**src/hdl/tlg_pkg.sv**
```systemverilog
// Shared types and constants for the tremolo LFO gain core.
package tlg_pkg;

    // LFO waveform codes as held in the shape register
    typedef enum logic [1:0] {
        SHAPE_TRIANGLE = 2'd0,
        SHAPE_SQUARE   = 2'd1,
        SHAPE_SLOPED   = 2'd2,
        SHAPE_SINE     = 2'd3
    } wave_shape_t;

    // Sequencer states of the sample path
    typedef enum logic [1:0] {
        ST_IDLE  = 2'd0,
        ST_GAIN  = 2'd1,
        ST_SCALE = 2'd2
    } tlg_state_t;

    // Configuration register indexes
    localparam logic [1:0] REG_LFO_STEP   = 2'd0;
    localparam logic [1:0] REG_MOD_DEPTH  = 2'd1;
    localparam logic [1:0] REG_WAVE_SHAPE = 2'd2;

    // Reset values of the configuration registers
    localparam logic [15:0] LFO_STEP_RST  = 16'd3;
    localparam logic [14:0] MOD_DEPTH_RST = 15'd32767;

    // Largest Q1.15 value; 1.0 saturates to this
    localparam logic [14:0] ONE_SAT = 15'h7FFF;

    // Phase break points: quarter, three quarters, 0.48, half and 0.98 of a cycle
    localparam logic [15:0] PH_QUARTER  = 16'd16384;
    localparam logic [15:0] PH_3QUARTER = 16'd49152;
    localparam logic [15:0] PH_FALL     = 16'd31458;
    localparam logic [15:0] PH_HALF     = 16'd32768;
    localparam logic [15:0] PH_RISE     = 16'd64226;

    // Sloped edge offsets (slope 50 per cycle is 25 per phase unit in Q1.15)
    localparam logic [20:0] FALL_OFFSET = 21'd819200;
    localparam logic [20:0] RISE_OFFSET = 21'd1605632;

endpackage

```
**src/hdl/tlg_lfo.sv**
```systemverilog
// LFO value for the triangle, square and sloped square shapes.
module tlg_lfo (
    input  logic [15:0]         phase,
    input  tlg_pkg::wave_shape_t shape,
    output logic [14:0]         lfo_value
);
    import tlg_pkg::*;

    logic [20:0] phase_x25;
    logic [16:0] tri_raw;
    logic [20:0] slope_raw;

    // Scale phase by 25 with shifts and adds
    assign phase_x25 = {1'b0, phase, 4'd0} + {2'd0, phase, 3'd0} + {5'd0, phase};

    // Triangle: rise from one half, fall to zero, rise again
    always_comb
    begin
        if (phase < PH_QUARTER)
        begin
            tri_raw = 17'(PH_QUARTER) + 17'(phase);
        end
        else if (phase < PH_3QUARTER)
        begin
            tri_raw = 17'(PH_3QUARTER) - 17'(phase);
        end
        else
        begin
            tri_raw = 17'(phase) - 17'(PH_3QUARTER);
        end
    end

    // Sloped edges, only used inside their own phase windows
    assign slope_raw = (phase < PH_HALF) ? (FALL_OFFSET - phase_x25)
                                         : (phase_x25 - RISE_OFFSET);

    // Select the shape and saturate 1.0
    always_comb
    begin
        case (shape)
            SHAPE_TRIANGLE:
            begin
                lfo_value = (tri_raw > 17'(ONE_SAT)) ? ONE_SAT : tri_raw[14:0];
            end
            SHAPE_SQUARE:
            begin
                lfo_value = phase[15] ? 15'd0 : ONE_SAT;
            end
            SHAPE_SLOPED:
            begin
                if (phase < PH_FALL)
                begin
                    lfo_value = ONE_SAT;
                end
                else if (phase < PH_HALF)
                begin
                    lfo_value = slope_raw[14:0];
                end
                else if (phase < PH_RISE)
                begin
                    lfo_value = 15'd0;
                end
                else
                begin
                    lfo_value = slope_raw[14:0];
                end
            end
            default:
            begin
                lfo_value = 15'd0;
            end
        endcase
    end

endmodule

```
**src/hdl/tlg_sine_rom.sv**
```systemverilog
// Synchronous raised-sine ROM addressed by the LFO phase scaled to the table size.
module tlg_sine_rom #(
    parameter int ENTRIES = 256
) (
    input  logic        clk,
    input  logic        rd_en,
    input  logic [15:0] phase,
    output logic [14:0] rd_data
);
    import tlg_pkg::*;

    localparam int IW = (ENTRIES > 1) ? $clog2(ENTRIES) : 1;
    localparam int PW = 16 + IW + 1;

    // Raised sine by integer Taylor series, rounded to nearest
    function automatic logic [14:0] raised_sine(input int unsigned idx);
        logic [63:0]        f;
        logic [63:0]        r;
        logic [63:0]        u;
        logic [63:0]        a;
        logic [63:0]        a2;
        logic [63:0]        term;
        logic [63:0]        mag;
        logic signed [63:0] sum;
        logic [1:0]         quad;
        logic [31:0]        v;
        int                 k;
        f    = ({32'd0, idx} << 32) / 64'(ENTRIES);
        quad = f[31:30];
        r    = f & 64'h3FFF_FFFF;
        u    = quad[0] ? (64'h4000_0000 - r) : r;
        a    = (u * 64'd6746518852) >> 32;
        a2   = (a * a) >> 30;
        term = a;
        sum  = signed'(a);
        for (k = 1; k <= 7; k++)
        begin
            term = (term * a2) >> 30;
            case (k)
                1:       term = term / 6;
                2:       term = term / 20;
                3:       term = term / 42;
                4:       term = term / 72;
                5:       term = term / 110;
                6:       term = term / 156;
                default: term = term / 210;
            endcase
            if (k % 2 == 1)
            begin
                sum = sum - signed'(term);
            end
            else
            begin
                sum = sum + signed'(term);
            end
        end
        if (sum < 0)
        begin
            sum = 0;
        end
        mag = ((unsigned'(sum) << 14) + (64'd1 << 29)) >> 30;
        if (mag > 64'd16384)
        begin
            mag = 64'd16384;
        end
        if (quad[1])
        begin
            v = 32'd16384 - mag[31:0];
        end
        else
        begin
            v = 32'd16384 + mag[31:0];
        end
        return (v > 32'(ONE_SAT)) ? ONE_SAT : v[14:0];
    endfunction

    logic [14:0]    rom_lut [ENTRIES];
    logic [PW-1:0]  addr_prod;
    logic [IW-1:0]  rd_addr;
    logic [14:0]    rd_data_reg;

    // Build the table contents at elaboration
    for (genvar g = 0; g < ENTRIES; g++)
    begin : g_lut
        assign rom_lut[g] = raised_sine(g);
    end

    // Map phase onto the table: index = phase * ENTRIES / 65536
    assign addr_prod = PW'(phase) * PW'(ENTRIES);
    assign rd_addr   = addr_prod[16 +: IW];

    // Register the read data
    always_ff @(posedge clk)
    begin
        if (rd_en)
        begin
            rd_data_reg <= rom_lut[rd_addr];
        end
    end

    assign rd_data = rd_data_reg;

endmodule

```
**src/hdl/tremolo_lfo_gain_core.sv**
```systemverilog
// Top level of the tremolo LFO gain core: configuration, sequencer and shared multiplier.
//
//  channel  | handshake                  | payload
//  ---------+----------------------------+---------------------------
//  audio    | audio_valid / audio_stall  | sample_in  (s16, Q1.15)
//  result   | result_valid / result_stall| sample_out (s16, Q1.15)
//  config   | cfg_we                     | cfg_index, cfg_data
//
// A sample passes three steps: accept (LFO value and sine ROM read), gain, scale.
// One 17x17 multiplier is shared by the gain and scale steps.
// The result register parts the two sides; a new sample is taken while it waits.
// A stalled result holds the sequencer in the scale step until the register frees.
// Reset loads the register defaults and clears the phase; no clearing pass is needed.
module tremolo_lfo_gain_core #(
    parameter int SINE_ENTRIES = 256
) (
    input  logic               clk,
    input  logic               rst_n,
    input  logic               cfg_we,
    input  logic [1:0]         cfg_index,
    input  logic [15:0]        cfg_data,
    input  logic               audio_valid,
    output logic               audio_stall,
    input  logic signed [15:0] sample_in,
    output logic               result_valid,
    input  logic               result_stall,
    output logic signed [15:0] sample_out
);
    import tlg_pkg::*;

    // Configuration and control state
    logic [15:0]        step_reg;
    logic [15:0]        step_next;
    logic [14:0]        depth_reg;
    logic [14:0]        depth_next;
    wave_shape_t        shape_reg;
    wave_shape_t        shape_next;
    logic [15:0]        phase_reg;
    logic [15:0]        phase_next;
    tlg_state_t         state_reg;
    tlg_state_t         state_next;
    logic               result_valid_reg;
    logic               result_valid_next;

    // Payload registers
    logic signed [15:0] sample_reg;
    logic [14:0]        lfo_reg;
    logic [14:0]        gain_reg;
    logic [14:0]        gain_next;
    logic signed [15:0] out_reg;

    logic               accept;
    logic               load_gain;
    logic               load_out;
    logic [14:0]        lfo_value;
    logic [14:0]        sine_value;
    logic [14:0]        lfo_sel;
    logic [14:0]        depth_prod;
    logic signed [16:0] mul_a;
    logic signed [16:0] mul_b;
    logic signed [33:0] mul_p;

    tlg_lfo u_lfo (
        .phase     (phase_reg),
        .shape     (shape_reg),
        .lfo_value (lfo_value)
    );

    tlg_sine_rom #(
        .ENTRIES (SINE_ENTRIES)
    ) u_sine_rom (
        .clk     (clk),
        .rd_en   (accept),
        .phase   (phase_reg),
        .rd_data (sine_value)
    );

    assign accept = audio_valid && !audio_stall;

    // Sequencer: accept, form gain, scale and hand to the result register
    always_comb
    begin
        state_next        = state_reg;
        result_valid_next = result_valid_reg;
        audio_stall       = 1'b1;
        load_gain         = 1'b0;
        load_out          = 1'b0;
        if (result_valid_reg && !result_stall)
        begin
            result_valid_next = 1'b0;
        end
        case (state_reg)
            ST_IDLE:
            begin
                audio_stall = 1'b0;
                if (audio_valid)
                begin
                    state_next = ST_GAIN;
                end
            end
            ST_GAIN:
            begin
                load_gain  = 1'b1;
                state_next = ST_SCALE;
            end
            ST_SCALE:
            begin
                if (!result_valid_reg || !result_stall)
                begin
                    load_out          = 1'b1;
                    result_valid_next = 1'b1;
                    state_next        = ST_IDLE;
                end
            end
            default:
            begin
                state_next = ST_IDLE;
            end
        endcase
    end

    // Configuration writes and phase advance
    always_comb
    begin
        step_next  = step_reg;
        depth_next = depth_reg;
        shape_next = shape_reg;
        phase_next = phase_reg;
        if (cfg_we)
        begin
            case (cfg_index)
                REG_LFO_STEP:   step_next  = cfg_data;
                REG_MOD_DEPTH:  depth_next = cfg_data[14:0];
                REG_WAVE_SHAPE: shape_next = wave_shape_t'(cfg_data[1:0]);
                default:        step_next  = step_reg;
            endcase
        end
        if (accept)
        begin
            phase_next = phase_reg + step_reg;
        end
    end

    always_ff @(posedge clk or negedge rst_n)
    begin
        if (!rst_n)
        begin
            step_reg         <= LFO_STEP_RST;
            depth_reg        <= MOD_DEPTH_RST;
            shape_reg        <= SHAPE_SINE;
            phase_reg        <= 16'd0;
            state_reg        <= ST_IDLE;
            result_valid_reg <= 1'b0;
        end
        else
        begin
            step_reg         <= step_next;
            depth_reg        <= depth_next;
            shape_reg        <= shape_next;
            phase_reg        <= phase_next;
            state_reg        <= state_next;
            result_valid_reg <= result_valid_next;
        end
    end

    // Pick the LFO value; the sine comes from the ROM read issued at accept
    assign lfo_sel = (shape_reg == SHAPE_SINE) ? sine_value : lfo_reg;

    // Share the multiplier: depth times LFO, then sample times gain
    always_comb
    begin
        if (state_reg == ST_GAIN)
        begin
            mul_a = {2'b00, depth_reg};
            mul_b = {2'b00, lfo_sel};
        end
        else
        begin
            mul_a = {sample_reg[15], sample_reg};
            mul_b = {2'b00, gain_reg};
        end
    end

    assign mul_p = mul_a * mul_b;

    // Truncate the depth product and saturate a gain of one
    assign depth_prod = mul_p[29:15];
    assign gain_next  = (depth_prod == 15'd0) ? ONE_SAT
                                              : 15'(16'd32768 - {1'b0, depth_prod});

    // Capture payload at each step
    always_ff @(posedge clk)
    begin
        if (accept)
        begin
            sample_reg <= sample_in;
            lfo_reg    <= lfo_value;
        end
        if (load_gain)
        begin
            gain_reg <= gain_next;
        end
        if (load_out)
        begin
            out_reg <= mul_p[30:15];
        end
    end

    assign result_valid = result_valid_reg;
    assign sample_out   = out_reg;

    // An accepted sample moves straight to the gain step
    a_accept_to_gain: assert property (@(posedge clk) disable iff (!rst_n)
        accept |=> (state_reg == ST_GAIN))
        else $error("accepted sample did not enter gain step");

    // Phase advances by the step exactly once per accepted sample
    a_phase_advance: assert property (@(posedge clk) disable iff (!rst_n)
        accept |=> (phase_reg == 16'($past(phase_reg) + $past(step_reg))))
        else $error("phase did not advance by step");

    // Phase holds while no sample is taken
    a_phase_hold: assert property (@(posedge clk) disable iff (!rst_n)
        !accept |=> $stable(phase_reg))
        else $error("phase moved without a transfer");

    // A new result only appears from the scale step
    a_result_source: assert property (@(posedge clk) disable iff (!rst_n)
        $rose(result_valid_reg) |-> ($past(state_reg) == ST_SCALE))
        else $error("result raised outside scale step");

    // Gain is never zero when scaling
    a_gain_nonzero: assert property (@(posedge clk) disable iff (!rst_n)
        (state_reg == ST_SCALE) |-> (gain_reg != 15'd0))
        else $error("zero gain in scale step");

endmodule

```
**config.mk**
```make
export PLATFORM = sky130hd
export DESIGN_NAME = tremolo_lfo_gain_core
export DESIGN_NICKNAME = d
export VERILOG_FILES = /design/src/hdl/tlg_pkg.sv /design/src/hdl/tlg_lfo.sv /design/src/hdl/tlg_sine_rom.sv /design/src/hdl/tremolo_lfo_gain_core.sv
export SDC_FILE = /design/constraint.sdc
export NUM_CORES = 1
export LEC_CHECK = 0
export ABC_CLOCK_PERIOD_IN_PS = 11200
export BUFFER_PORTS_ARGS = -buffer_cell sky130_fd_sc_hd__buf_2
export CAP_MARGIN = 20
export CELL_PAD_IN_SITES_DETAIL_PLACEMENT = 1
export CELL_PAD_IN_SITES_GLOBAL_PLACEMENT = 1
export CORE_ASPECT_RATIO = 2
export CORE_MARGIN = 10
export CORE_UTILIZATION = 46
export CTS_BUF_LIST = sky130_fd_sc_hd__clkbuf_16
export DETAILED_ROUTE_END_ITERATION = 12
export PLACE_DENSITY_LB_ADDON = 0.1
export SKIP_LAST_GASP = 1
export SLEW_MARGIN = 5
export SYNTH_ARGS = -nofsm -noshare
export SYNTH_HDL_FRONTEND = slang
export SYNTH_SLANG_ARGS = --single-unit
```
**constraint.sdc**
```tcl
create_clock -name clk -period 11.2 [get_ports clk]
set_input_delay 1.12 -clock clk [delete_from_list [all_inputs] [get_ports clk]]
set_output_delay 1.12 -clock clk [all_outputs]
set_load 0.005 [all_outputs]
```
Word level (Yosys, flattened, before mapping)
Memories as Yosys holds them, arrays and structs flattened. A register that Yosys moved wholly into a read port is not among the register bits.
Cells that the tools add are included.
Word-level totals
  memory bits (read-only): 3840
  input port bits: 39
  output and inout port bits: 18
  flip-flop bits (word level): 114
  memories: 1
  word-level logic and storage cells: 72
Operators by class
  $add $sub $neg: 9
  multiply operators: 1
  eq/ne operators: 9
  order comparisons: 6
  reductions and logical operators: 13
  bitwise gates (word level): 1
  mux-type cells: 22
Memory list
  (name not given): words 256, bits a word 15, rd ports 1, clocked after Yosys merged registers in 1, wr ports 0, RTL line tlg_sine_rom.sv:97  | rd_data_reg <= rom_lut[rd_addr];
Operators with widths (number)
  15-bit 2-to-1 mux: 8
  17-bit 2-to-1 mux: 3
  16-bit < comparator, second input constant: 3
  15-bit case mux with 3 select lines: 1
  16-bit by 15-bit < comparator with 1-bit output, second input constant: 2
  17-bit by 16-bit multiplier with 31-bit output: 1
  15-bit adder: 2
  1-bit by 15-bit subtractor with 15-bit output, first input constant: 2
  15-bit by 16-bit adder with 17-bit output, first input constant: 1
  17-bit by 15-bit greater-than comparator with 1-bit output, second input constant: 1
  16-bit by 16-bit subtractor with 17-bit output, first input constant: 1
  16-bit by 16-bit subtractor with 17-bit output, second input constant: 1
  16-bit adder: 1
  15-bit logical NOT: 1
  15-bit by 1-bit subtractor with 15-bit output, second input constant: 1
  8-bit NOT with 9-bit output: 1
  2-bit equality test, second input constant: 4
  2-bit AND reduction: 4
  1-bit 2-to-1 mux: 7
  2-bit by 1-bit equality test with 1-bit output, second input constant: 3
  2-bit logical NOT: 3
  2-bit case mux with 3 select lines: 1
  2-bit 2-to-1 mux: 2
  2-bit != test, second input constant: 2
  other kinds (3): 5

Longest topological paths before layout
Gate-level depths: netlist of run 1.
  word-level depth: 8
  gate-level depth with buffers: 33

Cells and area by module
A second synthesis of run 1 with hierarchy kept.
Second synthesis, totals
  cells, all modules: 2525
  area total of the unflattened synthesis: 21300.4 sq um
Modules (own cells, without submodules)
  tremolo_lfo_gain_core: area each 14258.7 sq um, cells an instance 1470, instances 1
  tlg_sine_rom: area each 4832.1 sq um, cells an instance 757, instances 1
  tlg_lfo: area each 2209.6 sq um, cells an instance 298, instances 1

Worst setup path before layout of run 1
OpenSTA, ideal clock, no wires.
  kind: reg2reg
  start point: register state_reg[1]
  end point: register gain_reg[0], data pin
  setup time: 133 ps
  cell stages (with the launch flop): 29
  slack: 3470 ps
  required time: 11067 ps
  period minus slack after synthesis: 7730 ps
  data arrival time: 7597 ps
  path through: dfrtp_1 nand2b_1 buf_6 inv_2 clkbuf_1 nand2_1 nand2_1 nand2_1 fa_1 fa_1 fa_1 inv_1 fa_1 fa_1 inv_1 fa_1 inv_1 ha_1 nand4_1 o32ai_2 a21o_1 a22o_1 a21oi_1 a21oi_1 xor2_1 or4_4 or3_4 buf_6 nand2_1
Between the ends
  cells in the longest elaborated chain, start to end: 4
RTL lines
  from (decl): RTL line tremolo_lfo_gain_core.sv:40  | tlg_state_t state_reg;
  from (signal assigned): RTL line tremolo_lfo_gain_core.sv:161  | state_reg <= state_next;
  2-bit by 1-bit equality test with 1-bit output *: RTL line tremolo_lfo_gain_core.sv:172  | if (state_reg == ST_GAIN)
  17-bit 2-to-1 mux / 15-bit 2-to-1 mux (equally long branches): RTL line tremolo_lfo_gain_core.sv:172
  17-bit by 16-bit multiplier with 31-bit output *: RTL line tremolo_lfo_gain_core.sv:184  | assign mul_p = mul_a * mul_b;
  named net mul_p[24]: RTL line tremolo_lfo_gain_core.sv:61  | logic signed [33:0] mul_p;
  15-bit logical NOT *: RTL line tremolo_lfo_gain_core.sv:188  | assign gain_next = (depth_prod == 15'd0) ? ONE_SAT
  to (signal assigned): RTL line tremolo_lfo_gain_core.sv:201  | gain_reg <= gain_next;
  to (decl): RTL line tremolo_lfo_gain_core.sv:48  | logic [14:0] gain_reg;
The timed path passes the listed nets; every way through them passes the cells marked *.
A chain may end at the register's enable or synchronous reset.

Final worst setup path of run 1
  start point: register state_reg[1]
  end point: register gain_reg[3], data pin
Same word-level chain as after synthesis.

==> summary.md, run 1 <==
| Metric | Value |
|---|---|
| Run status | `finished, final reports clean` |
| Largest net degree at the start of global routing | `80` |
| Initial antenna violation count | `3` |
| Proportion of layout cells with a drive suffix above 1 | `9.25%` |
| Final Cycle Share | `between 80% and 90%` |
| Number of vias after detailed routing | `roughly 20000` |
| Sequential cell area | `0.00365 sq mm` |
| Clk_skew | `~0.022 ns` |
| Number of synthesized register bits | `~130` |
| Clock tree buffer depth | `2` |
| I/O pins | `57` |
| Hold/Removal Path Class | `reg2reg` |
| Area of the placeable core | `~0.045 sq mm` |
| Largest family of logic cells by synthesized area | `adder cells` |
| Crit start category | `flop` |
| Clock latency reported for the late side of the worst-skew pair | `~0.47 ns` |
| Unrepaired setup endpoints after global routing | `no` |
| Critical Path Sink Type | `flop` |
| Cell variety after synth | `between 80 and 90` |
| # fillers | `roughly 5400` |
| Final number of hold-violating endpoints | `0` |
| Area of the die | `between 0.05 and 0.06 sq mm` |
| Max Clk Rate | `107 MHz` |
| Simple-gate share of the synthesized area | `16.6%` |
| Worst Path Max Fanout | `41` |
| Area share of the largest cell type after synthesis | `about a quarter` |
| Total global-route track usage | `roughly a third` |
| Data arrival, critical path | `just under 10 ns` |
| Initial core utilization | `roughly 46%` |
| Total of endpoints with negative setup slack in the final report | `0` |
| Final routed DRC violation total | `0` |
| Wirelength per Cell | `30.7 um` |
| Width of the chip | `around 170 um` |
| Via/cell ratio | `around 6.4` |
| Worst-margin pin slew | `between 1 and 1.5 ns` |
| Violation count after the first detailed-routing iteration | `about 1300` |
| Post-DP HPWL | `about 74 mm` |
| Top FF cell, synth | `sky130_fd_sc_hd__edfxtp_1` |
| Gate Count Post-Synth | `~2500` |
| Leading cell types by total area after synthesis | `sky130_fd_sc_hd__fa_1 24%, sky130_fd_sc_hd__edfxtp_1 11%, sky130_fd_sc_hd__ha_1 8.3%` |
| Count of cells resized by post-cts repair | `0` |
| Via count of the first global-routing pass | `approximately 22000` |
| CTS tree | `built` |
| Detail Route Antenna Nets | `0` |
| Post-synthesis compound-gate area fraction | `between 10% and 20%` |
| Total iterations of the first detailed-routing run | `5` |
| XOR/XNOR Fraction of Synth Area | `3.38%` |
| Number of sinks driven by the clock tree | `129` |
| Top-count cell post-synth | `sky130_fd_sc_hd__nand2_1` |
| Mean instance size in the synthesized netlist | `between 8 and 9 sq um` |
| Max-slew violations | `0` |
| Count of flip-flops with a built-in enable after synthesis | `77` |
| Mux cell area share after synthesis | `about 3.3%` |
| Most numerous cell types in the synthesized netlist | `336 x sky130_fd_sc_hd__nand2_1, 319 x sky130_fd_sc_hd__inv_1, 257 x sky130_fd_sc_hd__nor2_1` |
| Number of placement rows | `between 100 and 150` |
| Adder-cell share of the synthesized area | `approximately 33%` |
| Warnings from Yosys | `0` |
| Wire length of the first global-routing pass | `around 140 mm` |
| Sum of negative setup slack | `0 ns` |
| TritonCTS buffer count | `17` |
| Critical register-to-register path startpoint | `state_reg[1]` |
| Number of post-CTS setup repair buffers | `0` |
| Die span in y | `between 300 and 400 um` |
| Last weighted congestion value of the routability-driven placer | `a little over 1` |
| Time the worst path needs with I/O delays and setup | `about 9.4 ns` |
| Area of the multi-input gates | `between 0.015 and 0.02 sq mm` |
| Net count reported at finish | `between 2000 and 3000` |
| Share of flip-flops with an asynchronous set or reset after synthesis | `40.3%` |
| Synthesis-to-layout area growth | `7.06%` |
| Max-slew headroom at the worst pin | `between 20% and 30%` |
| HP Start | `step_reg[4]` |
| Launch point of the critical path | `state_reg[1]` |
| Number of max-capacitance violations reported | `0` |
| Portion of the post-synthesis area used by sequential elements | `between 10% and 20%` |
| # port buffers | `56` |
| Classification of the worst setup path | `reg2reg` |
| CTS hold repair buffers | `0` |
| Mapped Nets | `2931` |
| Clk slew on worst S/H paths | `0.07 ns` |
| H-Tree Level Count | `4` |
| Critical path data required time | `11.52 ns` |
| Root buffer cell | `sky130_fd_sc_hd__clkbuf_16` |
| Cell type with the highest aggregate area in the netlist | `sky130_fd_sc_hd__fa_1` |
| Remaining global-route overflow | `0` |
| Mapped Area | `about 0.021 sq mm` |
| Sum of routed wire length over all layers | `~94 mm` |
[area by class of cell]
| class | count | share of cell area [%] |
|---|---|---|
| Clock inverter | 15 | 0.755 |
| Inverter | 323 | 5.46 |
| Sequential cell | 129 | 16.4 |
| Antenna cell | 2 | 0.0225 |
| Multi-Input combinational cell | 1917 | 69.3 |
| Timing Repair Buffer | 107 | 2.97 |
| Tap cell | 560 | 3.15 |
| Clock buffer | 17 | 1.92 |
[critical path: stages (launching register included)]
cell	delay, ns
sky130_fd_sc_hd__dfrtp_1	0.41
sky130_fd_sc_hd__nand2b_2	0.47
sky130_fd_sc_hd__inv_2	0.86
sky130_fd_sc_hd__mux2i_1	0.89
sky130_fd_sc_hd__nor2_1	0.16
sky130_fd_sc_hd__fa_1	0.56
sky130_fd_sc_hd__inv_1	0.07
sky130_fd_sc_hd__fa_1	0.53
sky130_fd_sc_hd__inv_1	0.05
sky130_fd_sc_hd__fa_1	0.52
sky130_fd_sc_hd__fa_1	0.43
sky130_fd_sc_hd__fa_1	0.50
sky130_fd_sc_hd__inv_1	0.05
sky130_fd_sc_hd__fa_1	0.48
sky130_fd_sc_hd__inv_1	0.05
sky130_fd_sc_hd__ha_1	0.36
sky130_fd_sc_hd__nand3_1	0.16
sky130_fd_sc_hd__o32ai_2	0.11
sky130_fd_sc_hd__a211oi_1	0.48
sky130_fd_sc_hd__o21ai_1	0.23
sky130_fd_sc_hd__nor4bb_1	0.49
sky130_fd_sc_hd__nor2_1	0.10
sky130_fd_sc_hd__xnor2_1	0.17
sky130_fd_sc_hd__or4_4	0.47
sky130_fd_sc_hd__or3_4	0.48
sky130_fd_sc_hd__nand2_1	0.12
[worst paths after layout]
check,end,slack (ns),cells past startpoint
worst min register to register,step_reg[4],0.52,1
worst max register to register,gain_reg[3],1.84,25
min in group asynchronous,step_reg[14],0.77,2
worst min-delay path,step_reg[4],0.52,1
max in group asynchronous,phase_reg[10],9.92,2
worst max-delay path,gain_reg[3],1.84,25
[per-layer routing]
layer / part of all wire [%] / global-route usage, % / up-vias / wire length, um
met5: 0 / 0 / - / 0
met4: 11 / 33.5 / 0 / 10700
met3: 4.0 / 4.23 / 422 / 3770
met2: 54 / 65.2 / 804 / 50800
met1: 31 / 31.3 / 9951 / 29000
li1: - / - / 8426 / -
[through the flow]
stage	cells	util, %	hold WS (ns)	setup slack, ns	area [sq um]
3_3_place_gp	3034	48.1	0.502	2.09	21600
5_1_grt	3069	49.5	0.556	1.35	22200
4_1_cts	3066	49.5	0.526	1.84	22200
3_5_place_dp	3034	48.1	0.508	1.80	21600
6_report	3070	49.5	0.522	1.84	22200
2_1_floorplan	2503	-	0.487	3.47	20700
[kinds of logic (layout without fill, tap and decap cells)]
kind of cell / after synthesis / after routing
fa+ha+maj: 389 / 389
flops: 129 / 129
simple gates: 791 / 791
xor+xnor: 80 / 80
compound gates: 592 / 592
other cells: 0 / 2
buf+inv: 457 / 462
mux: 65 / 65
[layout by cell type, fill, tap and decap left out, drive strengths merged, types with 15 or more instances in the layout]
cell type,instances
a211oi,31
a21o,21
a21oi,160
a221oi,15
a31oi,29
and2,15
buf,107
clkbuf,17
dfrtp,33
dfstp,19
edfxtp,77
fa,252
ha,137
inv,331
mux2,33
mux2i,32
nand2,337
nand2b,22
nand3,39
nor2,257
nor3,41
o21a,20
o21ai,170
o31ai,25
xnor2,54
xor2,26
Power of run 1 is not shown: default switching activity piles up to over one toggle a cycle in this logic, so the estimate is an artifact.
==> run 2: changes to the inputs <==
ABC_CLOCK_PERIOD_IN_PS = 8900   (was 11200)
clock period = 8.9 ns   (was 11.2 ns; I/O delays follow)
==> summary.md, run 2 (synthesis results as in run 1) <==
| Metric | Value |
|---|---|
| Run status | `finished, final reports clean` |
| Max-slew headroom at the worst pin | `37.8% (+15 points)` |
| TritonCTS buffer count | `17 (unchanged)` |
| Critical path data required time | `9.22 ns (-2.30 ns)` |
| Number of vias after detailed routing | `19600 (+0.015%)` |
| Final number of hold-violating endpoints | `0 (unchanged)` |
| Cell seen most often among critical-path stages | `sky130_fd_sc_hd__fa_1` |
| Worst-margin pin slew | `0.924 ns (-0.217 ns)` |
| Last weighted congestion value of the routability-driven placer | `1.06 (+3.2%)` |
| Critical Path Sink Type | `flop` |
| Violation count after the first detailed-routing iteration | `1335 (+3.3%)` |
| Sequential cell area | `0.00365 sq mm (unchanged)` |
| Most common library cell in the layout ignoring fill and taps | `sky130_fd_sc_hd__nand2_1` |
| Utilization of the core after routing | `50.1% (+0.64 points)` |
| Number of sinks driven by the clock tree | `129 (unchanged)` |
| Time the worst path needs with I/O delays and setup | `8.38 ns (-0.983 ns)` |
| Width of the chip | `170 um (unchanged)` |
| CTS hold repair buffers | `0 (unchanged)` |
| Total global-route track usage | `34.6% (-0.38 points)` |
| Max Clk Rate | `119 MHz (+12%)` |
| Unrepaired setup endpoints after global routing | `no` |
| Clock latency reported for the late side of the worst-skew pair | `0.46 ns (about the same)` |
| Sum of negative setup slack | `0 ns (unchanged)` |
| Number of placement rows | `110 (unchanged)` |
| Area of the placeable core | `0.0449 sq mm (unchanged)` |
| Post-place instance area | `0.0218 sq mm (+1.1%)` |
| Hold/Removal Path Class | `reg2reg` |
| Total iterations of the first detailed-routing run | `5 (unchanged)` |
| CTS tree | `built` |
| Die span in y | `320 um (unchanged)` |
| Slowest cell on the critical path | `sky130_fd_sc_hd__fa_1` |
| Area of the die | `0.0545 sq mm (unchanged)` |
| Detail Route Antenna Nets | `0 (unchanged)` |
| Total of endpoints with negative setup slack in the final report | `0 (unchanged)` |
| Initial antenna violation count | `5 (+2)` |
| Root buffer cell | `sky130_fd_sc_hd__clkbuf_16` |
| Post-DP HPWL | `73.4 mm (-1.0%)` |
| Via count of the first global-routing pass | `22100 (+2.1%)` |
| Clock tree buffer depth | `2 (unchanged)` |
| Synthesis-to-layout area growth | `8.44%` |
| Max-slew violations | `0 (unchanged)` |
| Number of max-capacitance violations reported | `0 (unchanged)` |
| Via/cell ratio | `6.32 (-0.95%)` |
| Worst Path Max Fanout | `27 (-34%)` |
| Proportion of layout cells with a drive suffix above 1 | `10.4% (+1.1 points)` |
| Net count reported at finish | `2953 (+1.0%)` |
| I/O pins | `57 (unchanged)` |
| Wirelength per Cell | `29.9 um (-2.5%)` |
| Sum of routed wire length over all layers | `92.7 mm (-1.6%)` |
| H-Tree Level Count | `4 (unchanged)` |
| Final Cycle Share | `94.2% (+11 points)` |
| Crit start category | `flop` |
| Wire length of the first global-routing pass | `139 mm (-0.11%)` |
| Delay of the slowest critical-path stage | `0.59 ns (-0.30 ns)` |
| Finished Cell Area | `0.0225 sq mm (+1.3%)` |
| Clk slew on worst S/H paths | `0.08 ns (about the same)` |
| Classification of the worst setup path | `reg2reg` |
| Initial core utilization | `46.2% (unchanged)` |
| Remaining global-route overflow | `0 (unchanged)` |
| Final routed DRC violation total | `0 (unchanged)` |
| # fillers | `5437 (+1.0%)` |
| Area of the multi-input gates | `0.0154 sq mm (about the same)` |
| # port buffers | `56 (unchanged)` |
| Most used cells in the layout excluding fill and tap cells | `336 x sky130_fd_sc_hd__nand2_1, 318 x sky130_fd_sc_hd__inv_1, 257 x sky130_fd_sc_hd__nor2_1` |
| Largest net degree at the start of global routing | `68 (-15%)` |
| Data arrival, critical path | `8.70 ns (-0.98 ns)` |
| Clk_skew | `0.0167 ns (-0.00518 ns)` |
==> run 2: area by class of cell <==
class	instances	area share (%)
Inverter	323	5.39
Antenna cell	2	0.0222
Timing Repair Buffer	137	4.00
Tap cell	560	3.11
Sequential cell	129	16.2
Clock inverter	14	0.807
Clock buffer	18	2.00
Multi-Input combinational cell	1917	68.4
==> run 2: final timing paths <==
kind	from	to	slack, ns	depth (start not counted)
setup / recovery	state_reg[1]	gain_reg[12]	0.52	25
hold / removal	step_reg[5]	step_reg[5]	0.53	1
setup reg to reg	state_reg[1]	gain_reg[12]	0.52	25
hold reg to reg	step_reg[5]	step_reg[5]	0.53	1
max in group asynchronous	rst_n	phase_reg[11]	7.86	2
min in group asynchronous	rst_n	step_reg[12]	0.54	2
==> run 2: what timing repair did <==
item	in CTS	in global routing
endpoints found under the setup margin	0	15
gates resized for setup	0	2
setup buffers	0	0
endpoints found under the hold margin	0	0
==> run 2: per-layer routing <==
metal  up-vias  track usage [%]  share of wire (%)
li1       8475                -                  -
met1      9927             30.7                 31
met2       774             64.2                 54
met3       428             4.71                4.0
met4         2             33.7                 12
met5         -                0              0.015
==> run 2: metrics by stage <==
stage / hold WS, ns / setup slack (ns) / instances
finish: 0.534 / 0.520 / 3100
global route: 0.562 / 0.0768 / 3100
CTS: 0.536 / 0.171 / 3097
detailed placement: 0.516 / 0.257 / 3065
global placement: 0.501 / 0.553 / 3065
floorplan: 0.487 / 1.17 / 2503
==> run 2: critical path, delay by kind of cell, from the launching register on <==
kind            cells  cell delay (ns)
compound gates      5             1.43
simple gates        8             2.08
buf+inv             4             0.58
flops               1             0.41
fa+ha+maj           8             3.72
Power of run 2 is left out for the same reason.
